`src/tbpm_pkg.sv`:
```
// tbpm_pkg: shared constants, status codes and types of the tiered buffer pool manager
// no dependencies
`default_nettype none

package tbpm_pkg;

    localparam int TIER_COUNT_DEF  = 4;
    localparam int STACK_DEPTH_DEF = 64;
    localparam int HANDLE_BITS_DEF = 32;

    // programmable tier size registers and the apb address width that covers them
    localparam int CFG_REGS  = 4;
    localparam int ADDR_BITS = 4;
    localparam int DATA_BITS = 32;

    localparam logic OP_GET = 1'b0;
    localparam logic OP_PUT = 1'b1;

    localparam logic [2:0] ST_HIT         = 3'd0;
    localparam logic [2:0] ST_ALLOC_TIER  = 3'd1;
    localparam logic [2:0] ST_ALLOC_EXACT = 3'd2;
    localparam logic [2:0] ST_RECYCLED    = 3'd3;
    localparam logic [2:0] ST_CALLER_FREE = 3'd4;
    localparam logic [2:0] ST_IGNORED     = 3'd5;

    typedef struct packed {
        logic                 found;
        logic [DATA_BITS-1:0] size;
    } tier_sel_t;

    // reset size of tier i: 4 KiB growing by 4x per tier
    function automatic logic [DATA_BITS-1:0] tier_reset(input int i);
        logic [63:0] v;
        v = 64'd4096 << (2 * i);
        return v[DATA_BITS-1:0];
    endfunction

endpackage

`default_nettype wire

```
`src/tbpm_tier_sel.sv`:
```
// tbpm_tier_sel: picks the first tier whose size covers a byte count
// depends on tbpm_pkg
`default_nettype none

module tbpm_tier_sel
    import tbpm_pkg::*;
#(
    parameter int TIER_COUNT = TIER_COUNT_DEF,
    parameter int TW         = $clog2(TIER_COUNT)
) (
    input  wire logic [TIER_COUNT-1:0][DATA_BITS-1:0] tier_bytes,
    input  wire logic [DATA_BITS-1:0]                 byte_size,
    output tier_sel_t                                 sel,
    output logic      [TW-1:0]                        sel_idx
);

    // scan from the top so the lowest covering tier wins
    always_comb begin
        sel.found = 1'b0;
        sel.size  = '0;
        sel_idx   = '0;
        for (int i = TIER_COUNT - 1; i >= 0; i--) begin
            if (byte_size <= tier_bytes[i]) begin
                sel.found = 1'b1;
                sel.size  = tier_bytes[i];
                sel_idx   = TW'(i);
            end
        end
    end

endmodule

`default_nettype wire

```
`config.mk`:
```
export PLATFORM = sky130hd
export DESIGN_NAME = tbpm_tier_sel
export DESIGN_NICKNAME = d
export VERILOG_FILES = /design/src/tbpm_pkg.sv /design/src/tbpm_tier_sel.sv
export SDC_FILE = /design/constraint.sdc
export NUM_CORES = 1
export LEC_CHECK = 0
export CAP_MARGIN = 20
export CORE_UTILIZATION = 50
export DETAILED_ROUTE_END_ITERATION = 12
export DONT_BUFFER_PORTS = 1
export PLACE_DENSITY = 0.68
export SLEW_MARGIN = 10
export SYNTH_ARGS = -nofsm -noshare
export SYNTH_HDL_FRONTEND = slang
export SYNTH_SLANG_ARGS = --single-unit
```
`constraint.sdc`:
```
create_clock -name vclk -period 2.7
set_input_delay 0.135 -clock vclk [all_inputs]
set_output_delay 0.135 -clock vclk [all_outputs]
set_load 0.01 [all_outputs]
```
==> results.json, run 1 <==
{
  "path_buf_inv": 2,
  "synthAdderAreaFrac": 0.365,
  "n_clock_buffer": 0,
  "holdWs_ns": 0.386,
  "grt.overflow.total": 0,
  "status": "finished clean",
  "synth_xor_area_frac": 0,
  "critPathLaunch": "tier_bytes[61]",
  "worstPathArrival_ns": 2.50,
  "core_mm2": 0.00834,
  "fin_crit_ns": 2.64,
  "synth_area_mm2": 0.00438,
  "crit_family": "simple AND/OR/NAND/NOR gates",
  "yosysSeqAreaShare": 0,
  "worstSetupPathDepth": 11,
  "ant_nets": 0,
  "crit_slowest_cell": "or2_2",
  "synth-compound-area-share": 0.335,
  "crit_type": "in2out",
  "grt_antenna_before_repair": 0,
  "cts_setup_buffers": 0,
  "finalHoldViolCount": 0,
  "port_buffers": 0,
  "synth_top_family_by_area": "adder cells",
  "vias_per_cell": 6.27,
  "die_width_um": 95.6,
  "cp.required_ns": 2.57,
  "critPathCapture": "sel[9]",
  "firstDrtPassIters": 4,
  "seq_cells": 0,
  "layout_common_cells": "ha_1, inv_1, nand2_1, a21oi_1, a22oi_2",
  "cellLeakagePower_nw": 2.46,
  "worstSetupEndpointType": "output pin",
  "fillCellCount": 810,
  "synthSimpleGateAreaFrac": 0.159,
  "rsz0062_at_grt": "yes",
  "first_global_vias": 4209,
  "multiInputGateArea_mm2": 0.00390,
  "yosysWarnings": 0,
  "max-cap-violations": 0,
  "finalPower_mw": 0.952,
  "synthMuxAreaShare": 0,
  "slew_violations": 0,
  "gp_congestion": 0.884,
  "critPathLaunchType": "input pin",
  "setup_viol": 0,
  "drive_gt1_frac": 0.154,
  "grt_start_max_net_pins": 25,
  "dieArea_mm2": 0.00914,
  "drt_first_iter_violations": 128,
  "synthDistinctLibCells": 48,
  "final_nets": 868,
  "cellPowerDensity_mw_per_mm2": 203,
  "grt_usage": 0.272,
  "ys_top_cells_by_area": "ha_1, inv_1, o221ai_2",
  "routed_wl_mm": 13.1,
  "num_rows": 33,
  "dp.final_hpwl_mm": 11.4,
  "worst_pin_slew_ns": 0.405,
  "hold_class": "in2out",
  "syn-instance-count": 577,
  "synth.net_count": 865,
  "vias": 4284,
  "seqCellArea_um2": 0,
  "pin_count": 195,
  "post-route-period-util": 0.977,
  "fmax_mhz": 379,
  "grt_pass1_wl_mm": 19.5,
  "synth_top_area_share": 0.365,
  "relSlewSlack": 0.729,
  "wire_per_inst_um": 19.1,
  "cp_slowest_stage_delay_ns": 0.33,
  "yosys.area.top_type": "ha_1",
  "max-vdd-ir-drop_mv": 0.131,
  "crit_fanout": 10,
  "antenna_cells": 0,
  "final_util": 0.563,
  "syn_to_final_growth_pct": 7.17,
  "mostFrequentLayoutCell": "ha_1",
  "syn_avg_cell_area_um2": 7.60,
  "drc": 0,
  "crit_chain": "inv_1 > ha_1 > nand4_1 > or2_4 > nor4_4 > o311a_1 > nor4_1 > a21o_1 > or2_2 > buf_4 > o221ai_2",
  "timing.final.ws_setup_ns": 0.0623,
  "start_util": 0.526,
  "pre_cts_slack_ns": -0.00800,
  "die_h_um": 95.6
}
==> per-layer routing <==
layer	track usage	vias up	wire length [um]
met5	0	-	0
met4	0.0759	0	343
met3	0.0375	24	1050
met2	0.507	177	6390
met1	0.322	1963	5280
li1	-	2120	-
==> logic make-up (layout without fill, tap and decap cells) <==
| kind of cell | after synthesis | count (layout) |
|---|---|---|
| AND/OR/NAND/NOR | 138 | 139 |
| adder cells (fa/ha/maj) | 128 | 128 |
| AO/OA/AOI/OAI | 167 | 167 |
| buffers and inverters | 144 | 144 |
==> Yosys cell counts, types with 2 or more instances <==
| master | instances |
|---|---|
| a211oi_1 | 3 |
| a21boi_0 | 2 |
| a21o_1 | 10 |
| a21oi_1 | 49 |
| a221o_1 | 2 |
| a221oi_1 | 2 |
| a22oi_1 | 3 |
| a22oi_2 | 29 |
| a31oi_1 | 2 |
| and4_1 | 2 |
| buf_2 | 4 |
| buf_4 | 3 |
| buf_6 | 8 |
| clkbuf_1 | 3 |
| ha_1 | 128 |
| inv_1 | 126 |
| nand2_1 | 57 |
| nand2b_1 | 5 |
| nand3_1 | 10 |
| nand4_1 | 27 |
| nor2_1 | 15 |
| nor2b_1 | 4 |
| nor3_1 | 2 |
| nor4_1 | 6 |
| o211ai_1 | 5 |
| o21ai_0 | 17 |
| o221ai_1 | 3 |
| o221ai_2 | 29 |
| or2_1 | 2 |
==> layout make-up <==
type	count	share of cell area
multi-input cells	434	0.830
repair buffers	18	0.0410
well taps	105	0.0280
inverters	126	0.101
==> worst min-delay path by stage <==
stage / from / endpoint / slack, ns / cells past startpoint
6_report: tier_bytes[30] / sel[30] / 0.39 / 2
5_1_grt: tier_bytes[31] / sel[31] / 0.39 / 2
3_3_place_gp: tier_bytes[19] / sel[19] / 0.39 / 2
4_1_cts: tier_bytes[18] / sel[18] / 0.39 / 2
2_1_floorplan: tier_bytes[10] / sel[10] / 0.38 / 2
3_5_place_dp: tier_bytes[18] / sel[18] / 0.39 / 2
==> power by group <==
part	leakage [nW]	internal [mW]	total [mW]	switching [mW]
clock	0	0	0	0
sequential	0	0	0	0
combinational	2.46	0.398	0.952	0.554
total	2.46	0.398	0.952	0.554
==> what timing repair did <==
item                                    CTS  global route
hold buffers                              0             0
pin swaps                                 0             3
gates resized for setup                   0            17
endpoints found under the setup margin    1            33
gates cloned                              1             0
==> through the flow <==
step / cells / cell area (um2) / setup TNS, ns
after global routing: 683 / 4700 / -0.941
after CTS: 683 / 4570 / 0
final: 683 / 4700 / 0
after detailed placement: 682 / 4560 / -0.00800
after global placement: 682 / 4560 / 0
after floorplan: 577 / 4380 / 0
Power figures use the tool's default switching activity.
==> inputs of run 2 (changes only) <==
==> constraint.sdc (replaced) <==
create_clock -name vclk -period 2.8
set_input_delay 0.14 -clock vclk [all_inputs]
set_output_delay 0.14 -clock vclk [all_outputs]
set_load 0.01 [all_outputs]
==> run 2 against run 1 <==
Effect of this change: non-clock buffer count down 4; sequential share of layout area stayed put; global-route usage rose by 0.083 points; sequential cell count did not move; cell count fell by 0.59%; largest cell class unchanged.
==> results.json, run 2 (same netlist as run 1, synthesis figures left out) <==
{
  "postCtsHoldBufs": 0,
  "setup_viol": 0,
  "drc": 0,
  "slew_violations": 0,
  "die_h_um": 95.6,
  "cp_slowest_stage_delay_ns": 0.56,
  "finalHoldViolCount": 0,
  "cellLeakagePower_nw": 2.42,
  "holdWs_ns": 0.395,
  "grt.overflow.total": 0,
  "final_util": 0.546,
  "crit_type": "in2out",
  "dp.cells": 677,
  "pin_count": 195,
  "ant_nets": 0,
  "fin_crit_ns": 2.65,
  "final_cells": 679,
  "whs_endpoint": "sel[16]",
  "firstDrtPassIters": 5,
  "relSlewSlack": 0.589,
  "hold_class": "in2out",
  "port_buffers": 0,
  "drt_first_iter_violations": 139,
  "rsz0062_at_grt": "yes",
  "vias": 4289,
  "worstSetupEndpointType": "output pin",
  "core_mm2": 0.00834,
  "fmax_mhz": 377,
  "first_global_vias": 4306,
  "pre_cts_slack_ns": 0.0317,
  "num_rows": 33,
  "post-route-period-util": 0.947,
  "max-vdd-ir-drop_mv": 0.123,
  "dp.final_hpwl_mm": 11.5,
  "n_clock_buffer": 0,
  "wire_per_inst_um": 19.3,
  "fillCellCount": 826,
  "final_nets": 864,
  "grt_usage": 0.273,
  "timing.final.ws_setup_ns": 0.149,
  "worst_pin_slew_ns": 0.617,
  "grt_pass1_wl_mm": 19.6,
  "layout_common_cells": "ha_1, inv_1, nand2_1, a21oi_1, o221ai_2",
  "antenna_cells": 0,
  "die_width_um": 95.6,
  "gp_congestion": 0.905,
  "mostFrequentLayoutCell": "ha_1",
  "crit_fanout": 16,
  "max-cap-violations": 0,
  "dieArea_mm2": 0.00914,
  "vias_per_cell": 6.32,
  "critPathLaunchType": "input pin",
  "min-delay-start": "tier_bytes[16]",
  "crit_family": "compound AO/OA/AOI/OAI gates",
  "routed_wl_mm": 13.1,
  "syn_to_final_growth_pct": 3.83,
  "start_util": 0.526,
  "seq_cells": 0,
  "worstPathArrival_ns": 2.51,
  "crit_chain": "inv_1 > ha_1 > nor2b_1 > o211ai_1 > a21oi_1 > o311a_1 > nor4_1 > a21o_1 > or2b_2 > o221ai_2",
  "path_buf_inv": 1,
  "grt_antenna_before_repair": 0,
  "grt_start_max_net_pins": 33,
  "hold_path_depth": 2,
  "seqCellArea_um2": 0,
  "crit_slowest_cell": "or2b_2",
  "cp.required_ns": 2.66,
  "drive_gt1_frac": 0.143,
  "cellPowerDensity_mw_per_mm2": 190,
  "status": "finished clean"
}
[run 2: cell types whose count changed in the layout (fill, tap and decap cells not counted), sizes merged]
cell  delta
buf      -4
[run 2: area by class of cell]
cell class / instances / area [um2] / share of cell area
well taps: 105 / 131 / 0.0289
multi-input cells: 434 / 3800 / 0.836
inverters: 126 / 473 / 0.104
repair buffers: 14 / 143 / 0.0313
[run 2: power by group]
group / switching (mW) / internal (mW)
registers: 0 / 0
logic: 0.503 / 0.360
clock network: 0 / 0
[run 2: timing repair]
action	in CTS	in global routing
buffers inserted	0	1
setup endpoints to repair	0	32
gates resized for setup	0	5
[run 2: how the worst max path moves through the flow]
stage                    from  slack, ns  depth (start not counted)      end
6_report       tier_bytes[33]       0.15                         10   sel[7]
5_1_grt        tier_bytes[61]     -0.008                         11   sel[0]
4_1_cts        tier_bytes[62]       0.02                         10  sel[31]
3_5_place_dp   tier_bytes[62]       0.03                         10  sel[31]
3_3_place_gp   tier_bytes[62]       0.05                         10  sel[31]
2_1_floorplan  tier_bytes[33]       0.48                         11  sel[31]
[run 2: stage by stage]
stage	power [mW]	instance area, um2	TNS [ns]
6_report	0.863	4550	0
3_5_place_dp	0.840	4500	0
2_1_floorplan	0.682	4380	0
4_1_cts	0.844	4500	0
5_1_grt	0.965	4550	-0.0273
3_3_place_gp	0.810	4500	0
[run 2: per-layer routing]
layer,part of all wire,up-vias,global-route usage
met1,0.40,1964,0.322
met2,0.49,201,0.517
met4,0.019,0,0.0622
li1,-,2101,-
met3,0.090,23,0.0359
met5,0,-,0
