===== src/tbpm_pkg.sv =====
// tbpm_pkg: shared constants, status codes and types of the tiered buffer pool manager
// no dependencies
`default_nettype none

package tbpm_pkg;

    localparam int TIER_COUNT_DEF  = 4;
    localparam int STACK_DEPTH_DEF = 64;
    localparam int HANDLE_BITS_DEF = 32;

    // programmable tier size registers and the apb address width that covers them
    localparam int CFG_REGS  = 4;
    localparam int ADDR_BITS = 4;
    localparam int DATA_BITS = 32;

    localparam logic OP_GET = 1'b0;
    localparam logic OP_PUT = 1'b1;

    localparam logic [2:0] ST_HIT         = 3'd0;
    localparam logic [2:0] ST_ALLOC_TIER  = 3'd1;
    localparam logic [2:0] ST_ALLOC_EXACT = 3'd2;
    localparam logic [2:0] ST_RECYCLED    = 3'd3;
    localparam logic [2:0] ST_CALLER_FREE = 3'd4;
    localparam logic [2:0] ST_IGNORED     = 3'd5;

    typedef struct packed {
        logic                 found;
        logic [DATA_BITS-1:0] size;
    } tier_sel_t;

    // reset size of tier i: 4 KiB growing by 4x per tier
    function automatic logic [DATA_BITS-1:0] tier_reset(input int i);
        logic [63:0] v;
        v = 64'd4096 << (2 * i);
        return v[DATA_BITS-1:0];
    endfunction

endpackage

`default_nettype wire


===== src/tbpm_regs.sv =====
// tbpm_regs: apb register file holding the tier sizes
// depends on tbpm_pkg
`default_nettype none

module tbpm_regs
    import tbpm_pkg::*;
#(
    parameter int TIER_COUNT = TIER_COUNT_DEF
) (
    input  wire logic                                 aclk,
    input  wire logic                                 aresetn,
    input  wire logic                                 psel,
    input  wire logic                                 penable,
    input  wire logic                                 pwrite,
    input  wire logic [ADDR_BITS-1:0]                 paddr,
    input  wire logic [DATA_BITS-1:0]                 pwdata,
    output logic      [DATA_BITS-1:0]                 prdata,
    output logic      [TIER_COUNT-1:0][DATA_BITS-1:0] tier_bytes
);

    localparam int NCFG = (TIER_COUNT < CFG_REGS) ? TIER_COUNT : CFG_REGS;

    logic [ADDR_BITS-3:0] reg_idx;
    logic                 wr_en;

    assign reg_idx = paddr[ADDR_BITS-1:2];
    assign wr_en   = psel && penable && pwrite;

    for (genvar i = 0; i < TIER_COUNT; i++) begin : g_tier
        if (i < NCFG) begin : g_prog
            logic [DATA_BITS-1:0] size_reg;
            always_ff @(posedge aclk) begin
                if (!aresetn) begin
                    size_reg <= tier_reset(i);
                end else if (wr_en && reg_idx == (ADDR_BITS-2)'(i)) begin
                    size_reg <= pwdata;
                end
            end
            assign tier_bytes[i] = size_reg;
        end else begin : g_fixed
            assign tier_bytes[i] = tier_reset(i);
        end
    end

    always_comb begin
        prdata = '0;
        for (int i = 0; i < NCFG; i++) begin
            if (reg_idx == (ADDR_BITS-2)'(i)) begin
                prdata = tier_bytes[i];
            end
        end
    end

endmodule

`default_nettype wire


===== config.mk =====
export PLATFORM = sky130hd
export DESIGN_NAME = tbpm_regs
export DESIGN_NICKNAME = d
export VERILOG_FILES = /design/src/tbpm_pkg.sv /design/src/tbpm_regs.sv
export SDC_FILE = /design/constraint.sdc
export NUM_CORES = 1
export LEC_CHECK = 0
export BUFFER_PORTS_ARGS = -buffer_cell sky130_fd_sc_hd__clkbuf_2
export CELL_PAD_IN_SITES_DETAIL_PLACEMENT = 1
export CELL_PAD_IN_SITES_GLOBAL_PLACEMENT = 1
export CORE_MARGIN = 8
export CORE_UTILIZATION = 40
export DETAILED_ROUTE_END_ITERATION = 16
export PLACE_DENSITY_LB_ADDON = 0.15
export SYNTH_ARGS = -nofsm -noshare
export SYNTH_HDL_FRONTEND = slang
export SYNTH_SLANG_ARGS = --single-unit
export TNS_END_PERCENT = 100

===== constraint.sdc =====
create_clock -name aclk -period 4.4 [get_ports aclk]
set_input_delay 0.88 -clock aclk [delete_from_list [all_inputs] [get_ports aclk]]
set_output_delay 0.88 -clock aclk [all_outputs]
set_load 0.005 [all_outputs]

==> results of run 1 <==
[routing by layer]
layer,vias to the layer above,GRT usage (%),wire length (um)
met5,-,0,0
met4,0,7.07,231
met3,17,6.51,1000
met2,132,34.2,8530
met1,2194,21.0,7210
li1,2108,-,-
[cell usage in the layout, fill, tap and decap left out, drive strengths merged]
cell      netlist  layout
o311ai          1       1
nor2b           2       2
buf            21      10
nand3           3       3
or3             1       1
clkinv          0       4
nor2            1       1
nand4b          1       1
clkbuf         17     218
clkinvlp        0       1
o211ai          1       1
nand2         156     156
nor3            2       2
bufinv          0       6
inv             3       3
o21ai           2       2
mux2i         125     125
and3            1       1
mux4           32      32
nand4           2       2
dfxtp         128     128
[cells in the mapped netlist]
library cell | count | area, sq um
o21ai_0 | 2 | 10.0
nor3_2 | 1 | 10.0
o311ai_0 | 1 | 8.76
o211ai_1 | 1 | 7.51
nor3_4 | 1 | 16.3
nor2b_1 | 2 | 12.5
mux2i_1 | 125 | 1250
and3_1 | 1 | 6.26
buf_6 | 4 | 45.0
inv_2 | 1 | 3.75
clkbuf_1 | 17 | 63.8
buf_1 | 1 | 3.75
nand4_1 | 2 | 12.5
nand3_1 | 3 | 15.0
nand4b_1 | 1 | 8.76
mux4_2 | 32 | 721
buf_2 | 9 | 45.0
buf_4 | 7 | 52.6
nor2_2 | 1 | 6.26
nand2_1 | 156 | 586
dfxtp_1 | 128 | 2560
or3_1 | 1 | 6.26
inv_1 | 2 | 7.51
[worst max-delay path, cell delays in order]
cell      delay, ns
clkbuf_2       0.78
buf_4          0.40
mux4_2         0.35
clkbuf_2       0.13
[worst min-delay path by stage]
stage                                       start                             to  slack [ns]
finish              g_tier[3].g_prog.size_reg[13]  g_tier[3].g_prog.size_reg[13]        0.47
global route         g_tier[2].g_prog.size_reg[6]   g_tier[2].g_prog.size_reg[6]        0.49
CTS                 g_tier[0].g_prog.size_reg[19]  g_tier[0].g_prog.size_reg[19]        0.48
detailed placement  g_tier[3].g_prog.size_reg[13]  g_tier[3].g_prog.size_reg[13]        0.47
global placement    g_tier[0].g_prog.size_reg[10]  g_tier[0].g_prog.size_reg[10]        0.45
floorplan           g_tier[1].g_prog.size_reg[17]  g_tier[1].g_prog.size_reg[17]        0.46
[logic make-up after synthesis]
| kind of cell | Yosys count | share of synthesized area [%] |
|---|---|---|
| buf+inv | 41 | 4.05 |
| compound gates | 4 | 0.481 |
| mux | 157 | 36.1 |
| flops | 128 | 46.9 |
| simple gates | 169 | 12.4 |
[area by class of cell]
type / instances / area share, %
Multi-Input combinational cell: 330 / 37.1
Sequential cell: 128 / 35.3
Timing Repair Buffer: 207 / 15.0
Clock buffer: 21 / 6.49
Tap cell: 176 / 3.04
Clock inverter: 11 / 2.86
Inverter: 3 / 0.155
[power by group]
part / switching [uW] / internal, uW / total, uW
registers: 12.7 / 1180 / 1190
clock network: 499 / 1100 / 1600
logic: 97.8 / 68.7 / 167
[stage by stage]
step	area (sq um)	std cells	utilization [%]	total power [uW]	worst slack (ns)
3_3_place_gp	6570	844	49.4	1380	0.921
3_5_place_dp	6570	844	49.4	1380	0.882
6_report	7250	876	54.5	2960	0.960
5_1_grt	7250	876	54.5	3050	0.812
2_1_floorplan	5460	499	-	1310	1.71
4_1_cts	7250	876	54.5	2990	0.892
==> key figures, run 1 <==
Outcome
  – Status: completed

Routing
  – Avg WL per Cell: ~19 um
  – Drt pass-1 iters: 4
  – Initial DRC Count: slightly above 200
  – DRC violations left: 0
  – Post-DRT Antenna Nets: 0
  – Drt via density: 5.08
  – Via count: about 4500
  – Routed wire length: roughly 17000 um

Synth
  – Synth warn: 0
  – Synthesis-stage register bit count: 128
  – Seq/Total Area, Yosys: between 40% and 50%
  – Post-synthesis cell count: 499
  – Synth cell types: 23
  – Cell Area, Synth: 5460 sq um
  – Synthesized area per cell: 10.9 sq um
  – Net Count, Synth: between 500 and 600

Critical path
  – RR Startpoint: g_tier[2].g_prog.size_reg[16]
  – Reg2reg path depth: 2
  – Req. time, crit path: 3.52 ns
  – Startpoint Class: input port
  – Reg2reg end: g_tier[2].g_prog.size_reg[16]
  – Critical Path End: prdata[27]
  – Critical path type: input port to output pin
  – FF-to-FF setup slack: roughly 3.7 ns
  – Critical path startpoint: paddr[2]
  – Critical path arrival: about 2.6 ns
  – CP endpoint kind: output pin
  – Crit Path Max Fanout: 27

Timing
  – Final setup viols: 0
  – Final Max Slew Viols: 0
  – Peak Freq: between 0.2 and 0.3 GHz
  – Least-Margin Pin Slew: ~1.1 ns
  – Tcrit/Tclk final: between 70 and 80%
  – Fin. Hold Viols: 0
  – Clock Skew: 0 ns
  – Slew HR: 29.6%
  – Fin crit period: 3.44 ns
  – Unrepaired setup endpoints after global routing: false
  – Setup TNS: 0 ns
  – Hold slack: 0.474 ns

CTS
  – Number of buffers created by CTS: 17
  – Clk sinks: roughly 130
  – Root buffer cell: clkbuf_16
  – Clock latency on the worst-skew pair: 0.41 ns
  – CTS clk-pin slew, worst paths: approximately 0.050 ns
  – Clock Path Buffers: 2
  – Post-CTS Setup Repair Bufs: 0
  – Post-CTS sizing: 0
  – CTS tree: done
  – Hold Buf Count CTS: 0
  – H-tree levels: 4

Layout
  – Final nets: approximately 730
  – Ratio of cells with drive above 1 in the final layout: 39.3%
  – FF/Latch Area: about 2600 sq um
  – Largest register FFs: around 130
  – Footprint of the multi-input gates: 2690 sq um
  – Synthesis-to-layout area growth: 32.8%
  – Antenna diode count: 0
  – Fillcell total: 1518

Floorplan
  – Die area: about 18000 sq um
  – Die Width: roughly 130 um
  – Initial core utilization: between 40% and 50%
  – # rows: 42
  – I/O pin cnt: around 200
  – Die span in y: between 100 and 150 um
  – Core area: 13300 sq um

Global routing
  – GRT Overall Usage: around a fifth
  – Pin count of the biggest net entering global routing: 96
  – First-pass GRT wire length: ~27000 um
  – Vias in the first global route: between 5000 and 6000
  – GRT Residual Overflow: 0
  – Initial antenna violation count: 0

Pwr
  – Lkg Pwr: about 0.0034 uW
  – Worst vdd ir: ~0.26 mV
  – PwrDens: 408 nW/um^2

Min path
  – Hold depth: 2
  – HP Class: flip-flop to flip-flop

Flow run
  – Max_cap viols: 0

Placed design
  – RD Place Congestion: around 0.74
  – Detail Placement HPWL: approximately 12000 um
  – Port Buffers: roughly 200
Note: power is estimated with default switching activity, not from simulation.
==> run 2, diff against run 1 <==
--- a/config.mk
+++ b/config.mk
@@ -9,7 +9,7 @@
 export CELL_PAD_IN_SITES_DETAIL_PLACEMENT = 1
 export CELL_PAD_IN_SITES_GLOBAL_PLACEMENT = 1
 export CORE_MARGIN = 8
-export CORE_UTILIZATION = 40
+export CORE_UTILIZATION = 37
 export DETAILED_ROUTE_END_ITERATION = 16
 export PLACE_DENSITY_LB_ADDON = 0.15
 export SYNTH_ARGS = -nofsm -noshare
==> constraint.sdc (replaced) <==
create_clock -name aclk -period 3.5 [get_ports aclk]
set_input_delay 0.7 -clock aclk [delete_from_list [all_inputs] [get_ports aclk]]
set_output_delay 0.7 -clock aclk [all_outputs]
set_load 0.005 [all_outputs]
==> key figures, run 2 (synthesis gave the netlist of run 1 again) <==
Outcome
  – Status: completed

Critical path
  – CP max stage delay: 0.53 ns
  – Startpoint Class: input port
  – Req. time, crit path: between 2 and 3 ns
  – Critical path type: input port to output pin
  – CP endpoint kind: output pin
  – Most used cell, CP: clkbuf_2
  – Slowest cell on crit path: mux4_2
  – Buf+Inv Stages, Crit Path: 3
  – CP cell instances: clkbuf_2 > buf_4 > mux4_2 > clkbuf_2
  – Crit Path Max Fanout: 12
  – Critical path arrival: a little under 2 ns
  – Cell family with most CP delay: buffers and inverters

Global routing
  – Pin count of the biggest net entering global routing: 81
  – GRT Residual Overflow: 0
  – Vias in the first global route: between 4000 and 5000
  – First-pass GRT wire length: approximately 27000 um
  – GRT Overall Usage: around a fifth
  – Initial antenna violation count: 0

Timing
  – Unrepaired setup endpoints after global routing: false
  – Peak Freq: between 0.3 and 0.4 GHz
  – Fin crit period: between 2 and 3 ns
  – Final setup viols: 0
  – Final worst setup slack: 0.829 ns
  – Fin. Hold Viols: 0
  – Slew HR: between 20% and 30%
  – Clock Skew: 0 ns
  – Final Max Slew Viols: 0
  – Least-Margin Pin Slew: around 1.1 ns
  – Tcrit/Tclk final: 76.3%
  – Hold slack: between 0.4 and 0.5 ns
  – Setup TNS: 0 ns

CTS
  – Clock latency on the worst-skew pair: between 0.4 and 0.5 ns
  – Clk sinks: about 130
  – Hold Buf Count CTS: 0
  – Root buffer cell: clkbuf_16
  – Clock Path Buffers: 2
  – Post-CTS sizing: 0
  – H-tree levels: 4
  – Post-CTS Setup Repair Bufs: 0
  – CTS clk-pin slew, worst paths: around 0.050 ns
  – Number of buffers created by CTS: 17
  – CTS tree: done

Routing
  – Routed wire length: about 17000 um
  – Drt pass-1 iters: 4
  – Post-DRT Antenna Nets: 0
  – DRC violations left: 0
  – Via count: ~4500
  – Initial DRC Count: 167
  – Avg WL per Cell: approximately 20 um
  – Drt via density: just over 5

Floorplan
  – Initial core utilization: 37.7%
  – Core area: 14500 sq um
  – Die span in y: between 100 and 150 um
  – # rows: 44
  – Die area: 18900 sq um
  – I/O pin cnt: approximately 200
  – Die Width: about 140 um

Layout
  – Ratio of cells with drive above 1 in the final layout: approximately two fifths
  – Largest register FFs: about 130
  – Commonest cells after routing, fill and taps aside: clkbuf_2, nand2_1, dfxtp_1, mux2i_1, mux4_2
  – Final nets: 733
  – Commonest non-fill, non-tap cell in the layout: clkbuf_2
  – Fillcell total: 1625
  – Synthesis-to-layout area growth: 32.0%
  – Antenna diode count: 0

Pwr
  – PwrDens: ~470 nW/um^2
  – Reg power frac: 44.2%
  – Worst vdd ir: ~0.32 mV
  – Clk pwr share: between 40% and 50%
  – Net Switching: between 700 and 800 uW
  – Lkg Pwr: 0.00334 uW
  – Comb pwr share: between 6 and 7%
  – Switching share of power: around 22%
  – Internal power: about 2600 uW
  – Total power: between 3000 and 4000 uW

Placed design
  – RD Place Congestion: 0.704
  – Dpl ws: 0.772 ns
  – Port Buffers: 198
  – Detail Placement HPWL: about 12000 um

Min path
  – HP Class: flip-flop to flip-flop

Flow run
  – Max_cap viols: 0
## run 2: stage by stage
stage,cells,area (sq um),util (%)
global placement,857,6650,45.9
global route,888,7210,49.8
floorplan,499,5460,-
detailed placement,857,6650,45.9
CTS,888,7210,49.8
finish,888,7210,49.8
## run 2: layer usage
layer  vias to the layer above  share of wire (%)  global-route usage [%]
met5                         -                  0                       0
met4                         0                1.2                    7.06
met3                        17                6.9                    5.62
met2                       133                 50                    31.3
met1                      2216                 42                    22.1
li1                       2119                  -                       -
## run 2: path summary, 6_finish.rpt
check	start	endpoint	slack, ns	cells past startpoint
worst max-delay path	paddr[2]	prdata[15]	0.83	4
worst max register to register	g_tier[2].g_prog.size_reg[16]	g_tier[2].g_prog.size_reg[16]	2.78	2
worst min-delay path	g_tier[1].g_prog.size_reg[17]	g_tier[1].g_prog.size_reg[17]	0.48	2
worst min register to register	g_tier[1].g_prog.size_reg[17]	g_tier[1].g_prog.size_reg[17]	0.48	2
## run 2: worst reg2reg max path, stage by stage (launching register included)
cell and delay, ns:
dfxtp_1 0.33, o21ai_0 0.07, o311ai_0 0.14
## run 2: final cells by class
type / count / area [sq um] / share of cell area [%]
Timing Repair Buffer: 212 / 1150 / 15.9
Clock buffer: 25 / 505 / 7.01
Tap cell: 184 / 230 / 3.19
Sequential cell: 128 / 2560 / 35.6
Clock inverter: 6 / 55.1 / 0.764
Inverter: 3 / 11.3 / 0.156
Multi-Input combinational cell: 330 / 2690 / 37.4
## run 2: power by group through the flow
stage / combinational, uW / sequential [uW] / clock [uW]
floorplan: 126 / 1520 / 0
global placement: 214 / 1520 / 0
detailed placement: 223 / 1520 / 0
CTS: 223 / 1490 / 1700
global route: 239 / 1500 / 1780
finish: 218 / 1490 / 1670
